===== config.mk =====
export PLATFORM = sky130hd
export DESIGN_NAME = mts_midpoint
export DESIGN_NICKNAME = d
export VERILOG_FILES = /design/src/design/midpoint_triangle_subdivider_defines.svh /design/src/design/mts_pkg.sv /design/src/design/mts_midpoint.sv
export SDC_FILE = /design/constraint.sdc
export NUM_CORES = 1
export LEC_CHECK = 0
export BUFFER_PORTS_ARGS = -buffer_cell sky130_fd_sc_hd__buf_4
export CAP_MARGIN = 20
export CORE_MARGIN = 4
export CORE_UTILIZATION = 41
export DETAILED_ROUTE_END_ITERATION = 10
export PLACE_DENSITY = 0.77
export SKIP_LAST_GASP = 1
export SLEW_MARGIN = 0
export SYNTH_ARGS = -nofsm -noshare
export SYNTH_HDL_FRONTEND = slang
export SYNTH_SLANG_ARGS = --single-unit

===== constraint.sdc =====
create_clock -name vclk -period 7.8
set_clock_uncertainty 0.1 [all_clocks]
set_input_delay 1.56 -clock vclk [all_inputs]
set_output_delay 1.56 -clock vclk [all_outputs]
set_load 0.03 [all_outputs]

===== src/design/midpoint_triangle_subdivider_defines.svh =====
// ----------------------------------------------------------------------------
// midpoint_triangle_subdivider_defines
// Assertion macros shared by the subdivider RTL.
// ----------------------------------------------------------------------------
`ifndef MIDPOINT_TRIANGLE_SUBDIVIDER_DEFINES_SVH
`define MIDPOINT_TRIANGLE_SUBDIVIDER_DEFINES_SVH

// Consequent holds in the same cycle as the antecedent.
`define MTS_ASSERT_NOW(name, clk, rst, ante, cons, msg) \
   name: assert property (@(posedge clk) disable iff (rst) (ante) |-> (cons)) \
      else $error(msg);

// Consequent holds in the cycle after the antecedent.
`define MTS_ASSERT_NEXT(name, clk, rst, ante, cons, msg) \
   name: assert property (@(posedge clk) disable iff (rst) (ante) |=> (cons)) \
      else $error(msg);

`endif


===== src/design/mts_pkg.sv =====
// ----------------------------------------------------------------------------
// mts_pkg
// Constants, codes and types of the midpoint triangle subdivider.
// ----------------------------------------------------------------------------
`default_nettype none

package mts_pkg;

   localparam int VERTEX_DEPTH = 1024;
   localparam int EDGE_DEPTH   = 2048;
   localparam int COORD_WIDTH  = 32;

   localparam int VIDX_W  = $clog2(VERTEX_DEPTH);
   localparam int VCNT_W  = VIDX_W + 1;
   localparam int EIDX_W  = $clog2(EDGE_DEPTH);
   localparam int ECNT_W  = EIDX_W + 1;
   localparam int EPOCH_W = 4;

   localparam logic [1:0] OP_LOAD   = 2'd0;
   localparam logic [1:0] OP_PASS   = 2'd1;
   localparam logic [1:0] OP_SUBDIV = 2'd2;

   localparam logic [1:0] KIND_VERTEX = 2'd0;
   localparam logic [1:0] KIND_TRI    = 2'd1;
   localparam logic [1:0] KIND_PASS   = 2'd2;
   localparam logic [1:0] KIND_ERROR  = 2'd3;

   localparam logic [1:0] ERR_NONE  = 2'd0;
   localparam logic [1:0] ERR_VFULL = 2'd1;
   localparam logic [1:0] ERR_EFULL = 2'd2;
   localparam logic [1:0] ERR_RANGE = 2'd3;

   typedef logic signed [COORD_WIDTH-1:0] coord_type;

   typedef struct packed {
      coord_type x;
      coord_type y;
      coord_type z;
   } vertex_type;

   typedef struct packed {
      logic [EPOCH_W-1:0] epoch;
      logic [VIDX_W-1:0]  lo;
      logic [VIDX_W-1:0]  hi;
      logic [VIDX_W-1:0]  mid;
   } edge_entry_type;

   // Home slot of an edge in the edge table.
   function automatic logic [EIDX_W-1:0] edge_hash(input logic [VIDX_W-1:0] lo,
                                                   input logic [VIDX_W-1:0] hi);
      logic [VIDX_W:0] sh;
      sh = {hi, 1'b0} ^ {1'b0, lo};
      return EIDX_W'(sh);
   endfunction

endpackage

`default_nettype wire


===== src/design/mts_midpoint.sv =====
// ----------------------------------------------------------------------------
// mts_midpoint
// Per-coordinate floor((p+q)/2) of two vertices, free of overflow.
// ----------------------------------------------------------------------------
`default_nettype none

module mts_midpoint (
   input  mts_pkg::vertex_type p,
   input  mts_pkg::vertex_type q,
   output mts_pkg::vertex_type m
);

   function automatic mts_pkg::coord_type half_sum(input mts_pkg::coord_type a,
                                                   input mts_pkg::coord_type b);
      mts_pkg::coord_type c;
      c = mts_pkg::coord_type'(a[0] & b[0]);
      return (a >>> 1) + (b >>> 1) + c;
   endfunction

   assign m.x = half_sum(p.x, q.x);
   assign m.y = half_sum(p.y, q.y);
   assign m.z = half_sum(p.z, q.z);

endmodule

`default_nettype wire


==> results_tabular.tex <==
\begin{tabular}{lr}
\hline
Metric & Value \\
\hline
\multicolumn{2}{l}{\textbf{Global route}} \\
\quad Overall Global Routing Usage & 0.2145 \\
\quad Pin count of the biggest net entering global routing & 30 \\
\quad Global-route wire length before repair & between 30,000 and 40,000 µm \\
\quad Antenna violations before repair & 3 \\
\quad Sum of overflow across all layers after global routing & 0 \\
\quad Via count of the first global-routing pass & 6,932 \\
\multicolumn{2}{l}{\textbf{Logic synthesis}} \\
\quad Synthesized netlist net count & 1,133 \\
\quad Post-synthesis average cell area & around 8.6 µm² \\
\quad Post-synthesis cell area & roughly 6500 µm² \\
\quad Leading area contributor after synthesis & fa\_1 \\
\quad Commonest cells in the netlist & fa\_1 (94), ha\_1 (92), a21oi\_1 (84) \\
\quad Library cell with the highest instance count after synthesis & fa\_1 \\
\quad Post-synthesis cell type count & 58 \\
\quad Syn Inst Count & 755 \\
\quad YS warnings & 0 \\
\quad Sequential-to-total area share from yosys stat & 0 \\
\quad Area share of the largest cell type after synthesis & 0.2889 \\
\quad Largest cells by area after synthesis & fa\_1 (29\%), ha\_1 (18\%), xnor2\_1 (8.2\%), a21oi\_1 (6.5\%), a21o\_1 (5.6\%) \\
\multicolumn{2}{l}{\textbf{Placement}} \\
\quad Routability congestion estimate & 0.9341 \\
\quad Post-Place Cell Area & 8904 µm² \\
\quad PortBufs & $\sim$290 \\
\quad Dpl cells & around 1,200 \\
\quad Worst setup slack after placement & 873.4 ps \\
\quad Post-DP HPWL & around 18,000 µm \\
\multicolumn{2}{l}{\textbf{STA}} \\
\quad Setup repair after global routing missed its margin & false \\
\quad Relative slew slack & 0.6779 \\
\quad Final Worst Setup Slack & 830.7 ps \\
\quad Post-route setup TNS & 0 ps \\
\quad Final worst path period need & $\sim$7000 ps \\
\quad Peak Freq & $\sim$140 MHz \\
\quad Final number of max-transition violations & 0 \\
\quad Final period utilization & 0.8935 \\
\quad Final number of hold-violating endpoints & 0 \\
\quad Final setup violating endpoints & 0 \\
\quad Least-Margin Pin Slew & approximately 480 ps \\
\multicolumn{2}{l}{\textbf{Final layout}} \\
\quad Non-filler instance count after layout & roughly 1,200 \\
\quad Synthesis-to-finish area growth & 36.73\% \\
\quad Fillers & 1,406 \\
\quad Fraction of final layout cells sized beyond drive strength 1 & 0.2983 \\
\quad Multi-input gate area & 6316 µm² \\
\quad Clock buffer count in the final layout & 0 \\
\quad Count of flip-flops and latches & 0 \\
\quad Final net count & approximately 1,400 \\
\quad Cell area after layout & just under 9000 µm² \\
\quad Storage element area & 0 µm² \\
\multicolumn{2}{l}{\textbf{Critical path}} \\
\quad Crit path launch & p[32] \\
\quad Worst setup path endpoint & m[62] \\
\quad Critical path class & input pin to output port \\
\quad Required arrival time at the worst endpoint & between 6000 and 7000 ps \\
\quad Worst Path Max Fanout & 13 \\
\quad Data arrival, critical path & 5310 ps \\
\quad Critical path launch point type & input pin \\
\quad Type of destination of the critical path & output port \\
\multicolumn{2}{l}{\textbf{Route}} \\
\quad Antenna-violating nets left & 0 \\
\quad First drt pass iteration count & 4 \\
\quad Overall via count from detail\_route & between 6,000 and 7,000 \\
\quad Total DRC errors in the routed layout & 0 \\
\quad Top metal layer carrying routed signals & met5 \\
\quad Routed length on met3 & between 1000 and 1500 µm \\
\quad Average routed wire per standard cell & approximately 16 µm \\
\quad Aggregate routed wire length & about 20,000 µm \\
\quad Detailed-route vias per instance & $\sim$5.4 \\
\quad Routed length on met2 & between 10,000 and 15,000 µm \\
\quad Initial DRC Count & 336 \\
\quad Met1 layer wirelength in the final routing & approximately 8000 µm \\
\multicolumn{2}{l}{\textbf{Floorplan}} \\
\quad Y dimension of the die & 134.0 µm \\
\quad I/O pin total & 288 \\
\quad Starting density of the core & 0.4238 \\
\quad Number of rows created at floorplan & 45 \\
\quad Placeable Area & 15,370 µm² \\
\quad Overall die area & around 18,000 µm² \\
\quad Horizontal die dimension & roughly 130 µm \\
\multicolumn{2}{l}{\textbf{Clock tree}} \\
\quad Number of buffers inserted to repair setup after CTS & 0 \\
\quad \# resized after CTS & 0 \\
\quad CTS hold repair buffers & 0 \\
\multicolumn{2}{l}{\textbf{Min path}} \\
\quad Instance count along the most critical hold path & 4 \\
\quad Hold/Removal Path Class & input pin to output port \\
\multicolumn{2}{l}{\textbf{Power}} \\
\quad Power density over cell area & between 200 and 250 nW/µm² \\
\quad Total Power & between 1.5 and 2 mW \\
\quad Static Leakage & approximately 4.4 nW \\
\quad Worst IR drop on VDD & between 0.1 and 0.15 mV \\
\multicolumn{2}{l}{\textbf{Flow run}} \\
\quad Max-cap violations & 0 \\
\multicolumn{2}{l}{\textbf{Run status}} \\
\quad Result of the run & completed \\
\hline
\end{tabular}
-- worst max-delay path: stages --
cell and delay [ps]:
buf_4 80, nand2_1 100, inv_1 360, buf_4 280
buf_4 270, fa_1 450, ha_1 420, a21o_1 200
a21o_1 170, a21oi_1 210, nor2_1 60, a2111oi_0 420
nor2_1 110, a311oi_2 280, xnor2_1 160, buf_4 190
-- power breakdown --
group            total [mW]  internal [mW]  switching, mW
combinational          1.90          0.750           1.15
sequential                0              0              0
clock          0.0000000171   0.0000000171              0
-- how the worst min path moves through the flow --
| stage | from | end | slack, ps |
|---|---|---|---|
| after detailed placement | q[32] | m[32] | 3480 |
| final | q[32] | m[32] | 3480 |
| after CTS | q[32] | m[32] | 3480 |
| after global placement | q[32] | m[32] | 3470 |
| after floorplan | q[32] | m[32] | 3330 |
| after global routing | q[32] | m[32] | 3520 |
-- through the flow --
stage,util,hold slack [ps]
2_1_floorplan,-,3332
3_3_place_gp,0.5792,3473
3_5_place_dp,0.5792,3480
4_1_cts,0.5792,3480
5_1_grt,0.5794,3518
6_report,0.5794,3484
-- area by class of cell --
type / instances / share of cell area
antenna: 1 / 0.0002810
tap: 211 / 0.02964
timing repair buffer: 293 / 0.2470
inverter: 33 / 0.01391
multi-input combinational: 703 / 0.7092
-- cell families (layout without fill, tap and decap cells) --
kind of cell	after synthesis	after routing	share of synthesized area
AO/OA/AOI/OAI	263	263	0.2689
XOR/XNOR	86	86	0.1156
adder cells (fa/ha/maj)	186	186	0.4656
buffers and inverters	52	326	0.03035
other	0	1	0
AND/OR/NAND/NOR	168	168	0.1195
-- metal layers --
layer | global-route usage | up-vias
met1 | 0.2637 | 3179
met4 | 0.03903 | 4
li1 | - | 3304
met2 | 0.4031 | 202
met5 | 0 | -
met3 | 0.02888 | 28
-- placed cells by master (no fill, tap or decap), types with 13 or more instances in the layout --
| cell | count |
|---|---|
| nand2_1 | 58 |
| buf_4 | 293 |
| inv_1 | 33 |
| fa_1 | 94 |
| xor2_1 | 25 |
| ha_1 | 92 |
| nor2_1 | 42 |
| nand3_1 | 23 |
| o21ai_0 | 43 |
| xnor2_1 | 61 |
| a21oi_1 | 84 |
| a21o_1 | 49 |
| a211oi_1 | 13 |
(Power assumes the default switching activity.)
